**src/hw/rtl/u16u8_pkg.sv**
```systemverilog
package u16u8_pkg;

   localparam logic [15:0] HIGH_FIRST  = 16'hD800;
   localparam logic [15:0] HIGH_LAST   = 16'hDBFF;
   localparam logic [15:0] LOW_FIRST   = 16'hDC00;
   localparam logic [15:0] LOW_LAST    = 16'hDFFF;
   localparam logic [20:0] SUPP_BASE   = 21'h010000;
   localparam logic [20:0] REPL_CP     = 21'h00FFFD;
   localparam logic [20:0] ONE_MAX     = 21'h00007F;
   localparam logic [20:0] TWO_MAX     = 21'h0007FF;
   localparam logic [20:0] THREE_MAX   = 21'h00FFFF;
   localparam logic [7:0]  LEAD4       = 8'b11110000;
   localparam logic [7:0]  LEAD3       = 8'b11100000;
   localparam logic [7:0]  LEAD2       = 8'b11000000;
   localparam logic [7:0]  CONT        = 8'b10000000;
   localparam logic [2:0]  REPL_LEN    = 3'd3;
   localparam logic [15:0] CAP_RESET   = 16'hFFFF;
   localparam int          BURST_MAX   = 6;

   typedef struct packed {
      logic [2:0]       len;
      logic [3:0][7:0]  bytes;
   } enc_type;

   // Bytes produced by one accepted request, first byte in entry 0.
   typedef struct packed {
      logic [BURST_MAX-1:0][7:0] bytes;
      logic [2:0]                count;
      logic                      is_nul;
      logic [15:0]               byte_count;
      logic                      truncated;
   } burst_type;

   function automatic enc_type utf8_encode(input logic [20:0] cp);
      enc_type e;
      e.bytes = '0;
      if (cp <= ONE_MAX) begin
         e.len      = 3'd1;
         e.bytes[0] = cp[7:0];
      end else if (cp <= TWO_MAX) begin
         e.len      = 3'd2;
         e.bytes[0] = LEAD2 | {3'b000, cp[10:6]};
         e.bytes[1] = CONT | {2'b00, cp[5:0]};
      end else if (cp <= THREE_MAX) begin
         e.len      = 3'd3;
         e.bytes[0] = LEAD3 | {4'b0000, cp[15:12]};
         e.bytes[1] = CONT | {2'b00, cp[11:6]};
         e.bytes[2] = CONT | {2'b00, cp[5:0]};
      end else begin
         e.len      = 3'd4;
         e.bytes[0] = LEAD4 | {5'b00000, cp[20:18]};
         e.bytes[1] = CONT | {2'b00, cp[17:12]};
         e.bytes[2] = CONT | {2'b00, cp[11:6]};
         e.bytes[3] = CONT | {2'b00, cp[5:0]};
      end
      return e;
   endfunction

endpackage

```
**src/hw/rtl/u16u8_if.sv**
```systemverilog
interface u16u8_req_if;
   logic        valid;
   logic        ready;
   logic [15:0] code_unit;

   modport source (output valid, output code_unit, input ready);
   modport sink   (input valid, input code_unit, output ready);
endinterface

interface u16u8_rsp_if;
   logic        valid;
   logic        ready;
   logic [7:0]  out_byte;
   logic        run_last;
   logic        string_done;
   logic [15:0] byte_count;
   logic        truncated;

   modport source (output valid, output out_byte, output run_last, output string_done,
                   output byte_count, output truncated, input ready);
   modport sink   (input valid, input out_byte, input run_last, input string_done,
                   input byte_count, input truncated, output ready);
endinterface

```
**src/hw/rtl/u16u8_core.sv**
```systemverilog
module u16u8_core
   import u16u8_pkg::*;
(
   input  logic        clock,
   input  logic        reset,
   input  logic        accept,
   input  logic [15:0] code_unit,
   input  logic [15:0] dest_capacity,
   output burst_type   burst
);

   logic [9:0]  held_ff, held_in;
   logic        pending_ff, pending_in;
   logic [15:0] used_ff, used_in;
   logic        stopped_ff, stopped_in;

   logic        is_high, is_low, pair, is_nul;
   logic        a_emit, a_fit, a_out;
   logic [16:0] sum_a, sum_b;
   logic [15:0] used_mid;
   logic        stop_mid;
   logic [20:0] cp_b;
   enc_type     enc_b;
   logic        b_char, b_fit, b_out;
   logic [2:0]  b_len;
   logic [3:0][7:0] b_bytes;

   assign is_high = code_unit inside {[HIGH_FIRST:HIGH_LAST]};
   assign is_low  = code_unit inside {[LOW_FIRST:LOW_LAST]};
   assign pair    = pending_ff & is_low;
   assign is_nul  = (code_unit == 16'h0000) & ~pair;

   // Unpaired held high surrogate turns into a replacement character first.
   assign a_emit   = pending_ff & ~is_low;
   assign sum_a    = {1'b0, used_ff} + {14'b0, REPL_LEN};
   assign a_fit    = sum_a < {1'b0, dest_capacity};
   assign a_out    = a_emit & ~stopped_ff & a_fit;
   assign used_mid = a_out ? sum_a[15:0] : used_ff;
   assign stop_mid = stopped_ff | (a_emit & ~a_fit);

   always_comb begin
      if (pair) begin
         cp_b = {1'b0, held_ff, code_unit[9:0]} + SUPP_BASE;
      end else if (is_low) begin
         cp_b = REPL_CP;
      end else begin
         cp_b = {5'b00000, code_unit};
      end
   end

   assign enc_b  = utf8_encode(cp_b);
   assign b_char = pair | ((code_unit != 16'h0000) & ~is_high);
   assign sum_b  = {1'b0, used_mid} + {14'b0, enc_b.len};
   assign b_fit  = sum_b < {1'b0, dest_capacity};
   assign b_out  = b_char & ~stop_mid & b_fit;

   always_comb begin
      if (is_nul) begin
         b_len   = 3'd1;
         b_bytes = '0;
      end else begin
         b_len   = b_out ? enc_b.len : 3'd0;
         b_bytes = enc_b.bytes;
      end
   end

   always_comb begin
      burst.bytes = '0;
      if (a_out) begin
         burst.bytes[0] = 8'hEF;
         burst.bytes[1] = 8'hBF;
         burst.bytes[2] = 8'hBD;
         burst.bytes[3] = b_bytes[0];
         burst.bytes[4] = b_bytes[1];
         burst.bytes[5] = b_bytes[2];
      end else begin
         burst.bytes[0] = b_bytes[0];
         burst.bytes[1] = b_bytes[1];
         burst.bytes[2] = b_bytes[2];
         burst.bytes[3] = b_bytes[3];
      end
      burst.count      = (a_out ? REPL_LEN : 3'd0) + b_len;
      burst.is_nul     = is_nul;
      burst.byte_count = used_mid;
      burst.truncated  = stop_mid;
   end

   always_comb begin
      pending_in = is_high & ~stop_mid;
      held_in    = is_high ? code_unit[9:0] : held_ff;
      if (is_nul) begin
         used_in    = '0;
         stopped_in = 1'b0;
      end else begin
         used_in    = b_out ? sum_b[15:0] : used_mid;
         stopped_in = stop_mid | (b_char & ~b_fit);
      end
   end

   always_ff @(posedge clock) begin
      if (reset) begin
         held_ff    <= '0;
         pending_ff <= 1'b0;
         used_ff    <= '0;
         stopped_ff <= 1'b0;
      end else if (accept) begin
         held_ff    <= held_in;
         pending_ff <= pending_in;
         used_ff    <= used_in;
         stopped_ff <= stopped_in;
      end
   end

endmodule

```
**src/hw/rtl/utf16_to_utf8_encoder.sv**
```systemverilog
// UTF-16 to UTF-8 transcoder with a bounded destination buffer.
// req_ch carries one UTF-16 code unit per request; rsp_ch returns the UTF-8
// bytes one per transfer, run_last marking the final byte of a request. A
// zero unit ends the string and returns a NUL byte with string_done, the
// byte count and the truncation flag. csr_we/csr_wdata write dest_capacity,
// the buffer size including the NUL (65535 after reset).
// Latency: first byte of a request is valid the cycle after it is accepted.
// Throughput: one byte per cycle on rsp_ch while the receiver keeps ready high;
// a request holds the output until all of its bytes (1 to 6) have left, and
// requests that produce nothing (a held high surrogate, a dropped character)
// leave it empty. The output register holds the whole burst, sent by index.
// A new request is taken in the same cycle the last byte of the previous one
// leaves. When the receiver stalls, the current byte holds and req_ch.ready
// drops until that last byte is taken.
// Reset clears the string state, empties the output register and restores
// the capacity; no clearing pass is needed.
module utf16_to_utf8_encoder
   import u16u8_pkg::*;
(
   input  logic        clock,
   input  logic        reset,
   u16u8_req_if.sink   req_ch,
   u16u8_rsp_if.source rsp_ch,
   input  logic        csr_we,
   input  logic [15:0] csr_wdata
);

   logic [15:0] cap_ff;
   burst_type   burst;
   burst_type   buf_ff, buf_in;
   logic [2:0]  idx_ff, idx_in;
   logic        buf_valid_ff, buf_valid_in;
   logic        last_byte, req_take, rsp_take;

   always_ff @(posedge clock) begin
      if (reset) begin
         cap_ff <= CAP_RESET;
      end else if (csr_we) begin
         cap_ff <= csr_wdata;
      end
   end

   u16u8_core u_core (
      .clock         (clock),
      .reset         (reset),
      .accept        (req_take),
      .code_unit     (req_ch.code_unit),
      .dest_capacity (cap_ff),
      .burst         (burst)
   );

   assign last_byte    = idx_ff == (buf_ff.count - 3'd1);
   assign rsp_take     = rsp_ch.valid & rsp_ch.ready;
   assign req_ch.ready = ~buf_valid_ff | (rsp_ch.ready & last_byte);
   assign req_take     = req_ch.valid & req_ch.ready;

   always_comb begin
      buf_valid_in = buf_valid_ff;
      buf_in       = buf_ff;
      idx_in       = idx_ff;
      if (rsp_take) begin
         if (last_byte) begin
            buf_valid_in = 1'b0;
         end else begin
            idx_in = idx_ff + 3'd1;
         end
      end
      // Load the new request's bytes; drop requests that produce none.
      if (req_take) begin
         buf_in       = burst;
         idx_in       = '0;
         buf_valid_in = burst.count != 3'd0;
      end
   end

   always_ff @(posedge clock) begin
      if (reset) begin
         buf_valid_ff <= 1'b0;
         idx_ff       <= '0;
      end else begin
         buf_valid_ff <= buf_valid_in;
         idx_ff       <= idx_in;
      end
   end

   always_ff @(posedge clock) begin
      buf_ff <= buf_in;
   end

   assign rsp_ch.valid       = buf_valid_ff;
   assign rsp_ch.out_byte    = buf_ff.bytes[idx_ff];
   assign rsp_ch.run_last    = last_byte;
   assign rsp_ch.string_done = buf_ff.is_nul & last_byte;
   assign rsp_ch.byte_count  = (buf_ff.is_nul & last_byte) ? buf_ff.byte_count : 16'h0000;
   assign rsp_ch.truncated   = buf_ff.is_nul & last_byte & buf_ff.truncated;

   a_idx_in_range: assert property (@(posedge clock) disable iff (reset)
      buf_valid_ff |-> (idx_ff < buf_ff.count))
      else $error("output index beyond request byte count");

   a_nul_is_last: assert property (@(posedge clock) disable iff (reset)
      (rsp_ch.valid && rsp_ch.string_done) |-> (rsp_ch.out_byte == 8'h00 && rsp_ch.run_last))
      else $error("terminator is not a final NUL byte");

   a_stats_only_on_nul: assert property (@(posedge clock) disable iff (reset)
      (rsp_ch.valid && !rsp_ch.string_done) |->
         (rsp_ch.byte_count == 16'h0000 && !rsp_ch.truncated))
      else $error("string statistics outside terminator");

   a_drain_empties: assert property (@(posedge clock) disable iff (reset)
      (rsp_take && last_byte && !req_take) |=> !buf_valid_ff)
      else $error("output register not emptied after last byte");

endmodule

```
**src/flat_wrapper.sv**
```systemverilog
// flat-port wrapper written by rule: the top's interface ports become plain ports
module utf16_to_utf8_encoder_flat import u16u8_pkg::*;
  (clock, reset, csr_we, csr_wdata, req_ch_valid, req_ch_code_unit, req_ch_ready, rsp_ch_valid, rsp_ch_out_byte, rsp_ch_run_last, rsp_ch_string_done, rsp_ch_byte_count, rsp_ch_truncated, rsp_ch_ready);
  u16u8_req_if req_ch_i ();
  u16u8_rsp_if rsp_ch_i ();
  input  logic clock;
  input  logic reset;
  input  logic csr_we;
  input  logic [15:0] csr_wdata;
  input wire logic [$bits(req_ch_i.valid)-1:0] req_ch_valid;
  input wire logic [$bits(req_ch_i.code_unit)-1:0] req_ch_code_unit;
  output wire logic [$bits(req_ch_i.ready)-1:0] req_ch_ready;
  output wire logic [$bits(rsp_ch_i.valid)-1:0] rsp_ch_valid;
  output wire logic [$bits(rsp_ch_i.out_byte)-1:0] rsp_ch_out_byte;
  output wire logic [$bits(rsp_ch_i.run_last)-1:0] rsp_ch_run_last;
  output wire logic [$bits(rsp_ch_i.string_done)-1:0] rsp_ch_string_done;
  output wire logic [$bits(rsp_ch_i.byte_count)-1:0] rsp_ch_byte_count;
  output wire logic [$bits(rsp_ch_i.truncated)-1:0] rsp_ch_truncated;
  input wire logic [$bits(rsp_ch_i.ready)-1:0] rsp_ch_ready;
  assign req_ch_i.valid = req_ch_valid;
  assign req_ch_i.code_unit = req_ch_code_unit;
  assign req_ch_ready = req_ch_i.ready;
  assign rsp_ch_valid = rsp_ch_i.valid;
  assign rsp_ch_out_byte = rsp_ch_i.out_byte;
  assign rsp_ch_run_last = rsp_ch_i.run_last;
  assign rsp_ch_string_done = rsp_ch_i.string_done;
  assign rsp_ch_byte_count = rsp_ch_i.byte_count;
  assign rsp_ch_truncated = rsp_ch_i.truncated;
  assign rsp_ch_i.ready = rsp_ch_ready;
  utf16_to_utf8_encoder u_core (.clock(clock), .reset(reset), .req_ch(req_ch_i), .rsp_ch(rsp_ch_i), .csr_we(csr_we), .csr_wdata(csr_wdata));
endmodule
```
**config.mk**
```make
export PLATFORM = sky130hd
export DESIGN_NAME = utf16_to_utf8_encoder_flat
export DESIGN_NICKNAME = d
export VERILOG_FILES = /design/src/hw/rtl/u16u8_pkg.sv /design/src/hw/rtl/u16u8_if.sv /design/src/hw/rtl/u16u8_core.sv /design/src/hw/rtl/utf16_to_utf8_encoder.sv /design/src/flat_wrapper.sv
export SDC_FILE = /design/constraint.sdc
export NUM_CORES = 1
export LEC_CHECK = 0
export BUFFER_PORTS_ARGS = -buffer_cell sky130_fd_sc_hd__buf_2
export CAP_MARGIN = 20
export CORE_MARGIN = 3
export CORE_UTILIZATION = 55
export DETAILED_ROUTE_END_ITERATION = 16
export HOLD_SLACK_MARGIN = 0.12
export MAX_ROUTING_LAYER = met4
export PLACE_DENSITY = 0.78
export SLEW_MARGIN = 20
export SYNTH_ARGS = -nofsm -noshare
export SYNTH_HDL_FRONTEND = slang
export SYNTH_HIERARCHICAL = 1
export SYNTH_SLANG_ARGS = --single-unit
```
**constraint.sdc**
```tcl
create_clock -name clock -period 8.77 [get_ports clock]
set_input_delay 0.4385 -clock clock [delete_from_list [all_inputs] [get_ports clock]]
set_output_delay 0.4385 -clock clock [all_outputs]
set_load 0.005 [all_outputs]
```
==> qor.yml, run 1 <==
worst_hold_path:
  holdPathStages: 2
  hold-path-endpoint: "u_core/cap_ff[2]"
  hp-start: "csr_wdata[2]"
  hold_class: "in2reg"
worst_setup_path:
  required_ns: 9.05
  cpMostUsedCell: "ha_1"
  reg2reg_from: "u_core/u_core/used_ff[0]"
  crit_fanout: 20
  cp-start-kind: "flip-flop"
  regToRegSetupSlack_ns: 0.43
  cp-end-kind: "flip-flop"
  r2r-end: "u_core/rsp_ch.valid"
  arrival_ns: 8.62
  r2r_cells: 36
  slowest_stage: "fa_1"
  cpPeakStageDelay_ns: 0.47
  criticalPathCategory: "reg2reg"
timing:
  fin_crit_sh_pct: 95.07
  drv_slew: 0
  setup_ws_ns: 0.4320
  skew_ns: 0.009861
  worst_pin_slew_ns: 0.9881
  final_hold_viol_count: 0
  period_minus_slack_ns: 8.338
  max_freq_ghz: 0.1199
  finalSetupViolCount: 0
  relSlewSlack_pct: 33.84
global_routing:
  grt_first_pass_wirelength_mm: 29.79
  grtUsageTotal_pct: 26.12
  overflow: 0
  grt_max_degree: 69
  antenna_found_initial: 0
  grt_pass1_vias: 5572
clocking:
  cts_setup_buffers: 0
  clk_pin_slew_ns: 0.07
  cts_sinks: 117
  cts_buffer_depth: 2
  cts_root_buf: "clkbuf_16"
  cts_tree: "built"
  insertion_delay_ns: 0.43
  h-tree-depth: 4
  cts_made_buffers: 17
synth:
  synthFlopType: "edfxtp_1"
  yosysMostFrequentCell: "nand2_1"
  synthTopCellsByArea: "edfxtp_1, dfxtp_1, ha_1"
  ys_top_cells_by_count: "nand2_1, edfxtp_1, nor2_1"
  avgSynthCellArea_um2: 9.373
  synth_top_area_share_pct: 27.02
  synth_seq_cells: 117
  synth_area_um2: 7667
  ys_types: 80
  synth_largest_area_cell: "edfxtp_1"
  async_flop_share_pct: 0
  synth_cells: 818
  synth_edf_count: 69
  yosysSeqAreaShare_pct: 39.56
  yosys_warnings: 6
floorplan:
  die_area_um2: 15390
  die_h_um: 124.1
  io_pins: 66
  initial_core_util_pct: 56.99
  die_x_um: 124.1
  core_area_um2: 13450
  core.rowCount: 42
cells_and_area:
  nets: 936
  final_util_pct: 64.30
  antenna_cells: 0
  drive_gt1_share_pct: 16.61
  final_area_um2: 8650
  syn2layout_area_growth_pct: 12.81
power_and_ir_drop:
  ir_drop_mv: 0.1629
  p_per_area_nw_per_um2: 167.7
  p_leak_uw: 0.003708
route:
  routedWlPerCell_um: 18.58
  drc: 0
  drt_wl_total_mm: 19.49
  first_pass_iters: 5
  drt-initial-drc-count: 894
  vias_per_cell: 6.181
  postRouteAntennaNets: 0
  vias: 6484
placed_design:
  port_buffers: 65
  globalplace.congestion: 0.9782
  dp_slack_ns: 0.5137
  post_dp_cell_area_um2: 8035
  dpl.hpwl_mm: 13.25
outcome:
  outcome: "completed"
run:
  max_cap_violations: 0
metal layers:
metal	track usage (%)	part of all wire, %	up-vias
met5	-	0	-
met1	38.49	45	3026
met3	5.904	10	51
li1	-	-	3062
met4	9.103	2.2	0
met2	35.24	43	345
state kept, by name, summed over array words and instances, names as in the netlist:
signal / flops
u_core/buf_ff: 69
u_core/cap_ff: 16
u_core/u_core/used_ff: 16
u_core/u_core/held_ff: 10
u_core/idx_ff: 3
u_core/rsp_ch.valid: 1
u_core/u_core/pending_ff: 1
u_core/u_core/stopped_ff: 1
worst max-delay path, delay by kind of cell (launching register included):
kind | cells | cell delay (ns)
and+or+nand+nor | 10 | 2.42
AOI/OAI and AO/OA | 11 | 2.29
adders and majority gates | 6 | 1.77
buffers and inverters | 6 | 0.70
xor gates and xnor gates | 3 | 0.59
DFF | 1 | 0.41
cell type report:
class	count	area, um^2
fillers	1119	4803
multi-input cells	605	4247
flip-flops and latches	117	3033
clock buffers	17	425.4
repair buffers	75	400.4
well taps	176	220.2
inverters	44	166.4
clock inverters	15	157.7
logic make-up (layout without fill, tap and decap cells):
logic type / count (synthesis) / after routing / share of synthesized area, %
AO/OA/AOI/OAI: 177 / 177 / 16.14
XOR/XNOR: 60 / 60 / 7.033
adder cells (fa/ha/maj): 39 / 39 / 6.462
buffers and inverters: 99 / 151 / 5.711
flip-flops: 117 / 117 / 39.56
multiplexers: 22 / 22 / 4.177
other: 1 / 4 / 0.04891
AND/OR/NAND/NOR: 303 / 303 / 20.87
metrics by stage:
| step | TNS, ns | instances | hold WS, ns | power, uW |
|---|---|---|---|---|
| finish | 0 | 1049 | 0.2138 | 1451 |
| global route | -0.008909 | 1049 | 0.2099 | 1501 |
| CTS | 0 | 1049 | 0.2030 | 1453 |
| detailed placement | 0 | 1017 | 0.4478 | 772.8 |
| global placement | 0 | 1017 | 0.4397 | 769.7 |
| floorplan | 0 | 821 | 0.4312 | 728.7 |
repair_timing:
| action | 4_1_cts | 5_1_grt |
|---|---|---|
| setup endpoints to repair | 0 | 2 |
| resized for setup | 0 | 5 |
| hold buffers | 0 | 0 |
cell usage in the layout (no fill, tap or decap), drive strengths merged, types with 8 or more instances in the layout:
cell    instances
nand3          33
nor3           16
mux4            8
nor2b          21
nand2b          8
nand4          17
mux2i          14
a31oi          11
inv            54
clkbuf         17
a211o          18
and3           26
nand2          74
nor2           69
o21ai          41
xor2           21
xnor2          38
edfxtp         69
ha             38
a21oi          37
dfxtp          48
buf            75
o22ai          14
report_power, final:
group | internal [uW] | leakage (uW) | switching, uW
registers | 607 | 0.00106 | 12.3
logic | 56.7 | 0.00237 | 91.1
clock network | 380 | 0.000285 | 303
total | 1040 | 0.00371 | 406
how the worst max path moves through the flow:
stage / start / to / slack [ns] / cells after the start
3_3_place_gp: u_core/u_core/used_ff[5] / u_core/rsp_ch.valid / 0.81 / 31
3_5_place_dp: u_core/u_core/used_ff[0] / u_core/rsp_ch.valid / 0.51 / 35
6_report: u_core/u_core/used_ff[0] / u_core/rsp_ch.valid / 0.43 / 36
2_1_floorplan: u_core/u_core/used_ff[6] / u_core/rsp_ch.valid / 1.32 / 38
4_1_cts: u_core/u_core/used_ff[0] / u_core/rsp_ch.valid / 0.40 / 34
5_1_grt: u_core/u_core/used_ff[5] / u_core/rsp_ch.valid / -0.009 / 34
(Power assumes the default switching activity.)
==> inputs of run 2 (changes only) <==
ABC_AREA = 1   (was not set)
==> qor.yml, run 2 <==
outcome:
  outcome: "completed"
placed_design:
  port_buffers: 65  # unchanged
  post_dp_cell_area_um2: 8260  # +2.8%
  dpl.hpwl_mm: 14.47  # +9.2%
  globalplace.congestion: 0.9766  # -0.16%
route:
  first_pass_iters: 6  # +1
  drt_wl_total_mm: 19.55  # +0.30%
  drt-initial-drc-count: 833  # -6.8%
  vias_per_cell: 5.393  # -13%
  vias: 7113  # +9.7%
  routedWlPerCell_um: 14.82  # -20%
  drc: 0  # unchanged
  postRouteAntennaNets: 0  # unchanged
global_routing:
  grt_pass1_vias: 6573  # +18%
  grtUsageTotal_pct: 26.09  # -0.026 points
  overflow: 0  # unchanged
  grt_first_pass_wirelength_mm: 32.50  # +9.1%
  grt_max_degree: 70  # +1.4%
  antenna_found_initial: 0  # unchanged
timing:
  rsz0062_at_grt: "no"
  finalSetupViolCount: 0  # unchanged
  worst_pin_slew_ns: 1.081  # +0.09335 ns
  skew_ns: 0.01229  # +0.002430 ns
  fin_crit_sh_pct: 89.19  # -5.9 points
  period_minus_slack_ns: 7.822  # -0.5165 ns
  setup_tns_ns: 0  # unchanged
  final_hold_viol_count: 0  # unchanged
  max_freq_ghz: 0.1279  # +6.6%
  drv_slew: 0  # unchanged
  relSlewSlack_pct: 27.64  # -6.2 points
worst_setup_path:
  cpPeakStageDelay_ns: 0.47  # about the same
  criticalPathCategory: "reg2reg"
  cp-start-kind: "flip-flop"
  cpMostUsedCell: "nand2_1"
  arrival_ns: 8.10  # -0.52 ns
  cp-end-kind: "flip-flop"
  required_ns: 9.04  # about the same
  crit_fanout: 18  # -10%
  slowest_stage: "fa_1"
synth:
  synthTopCellsByArea: "edfxtp_1, nand2_1, dfxtp_1"
  yosys_warnings: 6  # unchanged
  ys_types: 48  # -40%
  synth_edf_count: 69  # unchanged
  synth_seq_cells: 117  # unchanged
  avgSynthCellArea_um2: 7.342  # -22%
  async_flop_share_pct: 0  # unchanged
  yosysSeqAreaShare_pct: 38.46  # -1.1 points
  synthFlopType: "edfxtp_1"
  yosysMostFrequentCell: "nand2_1"
  synth_cells: 1074  # +31%
  ys_top_cells_by_count: "nand2_1, inv_1, nor2_1"
  synth_top_area_share_pct: 26.28  # -0.75 points
  synth_area_um2: 7885  # +2.8%
  synth_largest_area_cell: "edfxtp_1"
floorplan:
  core.rowCount: 43  # +2.4%
  initial_core_util_pct: 56.59  # -0.41 points
  io_pins: 66  # unchanged
  core_area_um2: 13930  # +3.6%
  die_area_um2: 15810  # +2.7%
  die_h_um: 125.7  # +1.3%
  die_x_um: 125.7  # +1.3%
cells_and_area:
  fill_cells: 1247  # +11%
  seq_area_um2: 3033  # unchanged
  final_cell_mix: "nand2_1, inv_1, nor2_1, edfxtp_1, buf_2"
  final_area_um2: 8832  # +2.1%
  nets: 1202  # +28%
  reg_top3: "u_core/buf_ff x69, u_core/cap_ff x16, u_core/u_core/used_ff x16"
  regMostFlops: "u_core/buf_ff"
  largest_reg_flops: 69  # unchanged
  layout_commonest_cell: "nand2_1"
  syn2layout_area_growth_pct: 12.01
  multi_input_area_um2: 3985  # -6.2%
  drive_gt1_share_pct: 14.66  # -1.9 points
  final_util_pct: 63.38  # -0.91 points
  antenna_cells: 0  # unchanged
clocking:
  h-tree-depth: 4  # unchanged
  cts_tree: "built"
  clk_pin_slew_ns: 0.06  # about the same
  cts_hold_buf: 0  # unchanged
  cts_buffer_depth: 2  # unchanged
  insertion_delay_ns: 0.42  # about the same
  cts_setup_buffers: 0  # unchanged
  cts_root_buf: "clkbuf_16"
  cts-resized-gates: 0  # unchanged
  cts_made_buffers: 17  # unchanged
  cts_sinks: 117  # unchanged
run:
  max_cap_violations: 0  # unchanged
power_and_ir_drop:
  p_per_area_nw_per_um2: 164.1  # -2.2%
  p_leak_uw: 0.004480  # +21%
  ir_drop_mv: 0.1273  # -22%
worst_hold_path:
  hold_class: "in2reg"
==> run 2: power breakdown <==
group	internal, uW	switching (uW)
clock network	396	276
registers	610	12.1
logic	49.4	105
==> run 2: metrics by stage <==
step	hold WS, ns	total power [uW]	worst slack, ns	instances
5_1_grt	0.2341	1505	0.1785	1319
2_1_floorplan	0.4289	739.6	2.029	1077
3_5_place_dp	0.4437	785.1	1.127	1287
6_report	0.2221	1449	0.9484	1319
4_1_cts	0.2145	1452	1.077	1319
3_3_place_gp	0.4384	781.4	1.236	1287
==> run 2: worst paths after layout <==
path | slack, ns | endpoint | from | depth (start not counted)
worst max-delay path | 0.95 | u_core/rsp_ch.valid | u_core/u_core/used_ff[0] | 43
worst min-delay path | 0.22 | u_core/cap_ff[11] | csr_wdata[11] | 3
worst max register to register | 0.95 | u_core/rsp_ch.valid | u_core/u_core/used_ff[0] | 43
worst min register to register | 0.45 | u_core/cap_ff[6] | u_core/cap_ff[6] | 2
==> run 2: cells by family after synthesis <==
logic type | share of synthesized area [%]
compound gates | 10.74
xor+xnor | 1.888
fa+ha+maj | 6.284
simple gates | 31.40
flops | 38.46
buf+inv | 11.17
other cells | 0.04756
==> run 2: area by class of cell <==
class | instances | share of cell area [%]
sequential | 117 | 34.34
inverter | 173 | 7.437
clock inverter | 15 | 1.629
tap | 180 | 2.550
multi-input combinational | 747 | 45.12
clock buffer | 17 | 4.817
timing repair buffer | 70 | 4.108
==> run 2: worst max-delay path: cells and delay by family (launching register included) <==
kind,cells,cell delay [ns]
compound gates,9,1.70
simple gates,18,2.57
xor+xnor,1,0.21
flops,1,0.39
buf+inv,9,0.99
fa+ha+maj,6,1.80
==> run 2: per-layer routing <==
metal | share of wire [%] | vias to the layer above | GRT usage [%] | wire, um
li1 | - | 3587 | - | -
met2 | 42 | 295 | 36.69 | 8289
met3 | 8.6 | 29 | 5.471 | 1687
met5 | 0 | - | - | 0
met1 | 47 | 3202 | 37.91 | 9217
met4 | 1.8 | 0 | 8.139 | 352
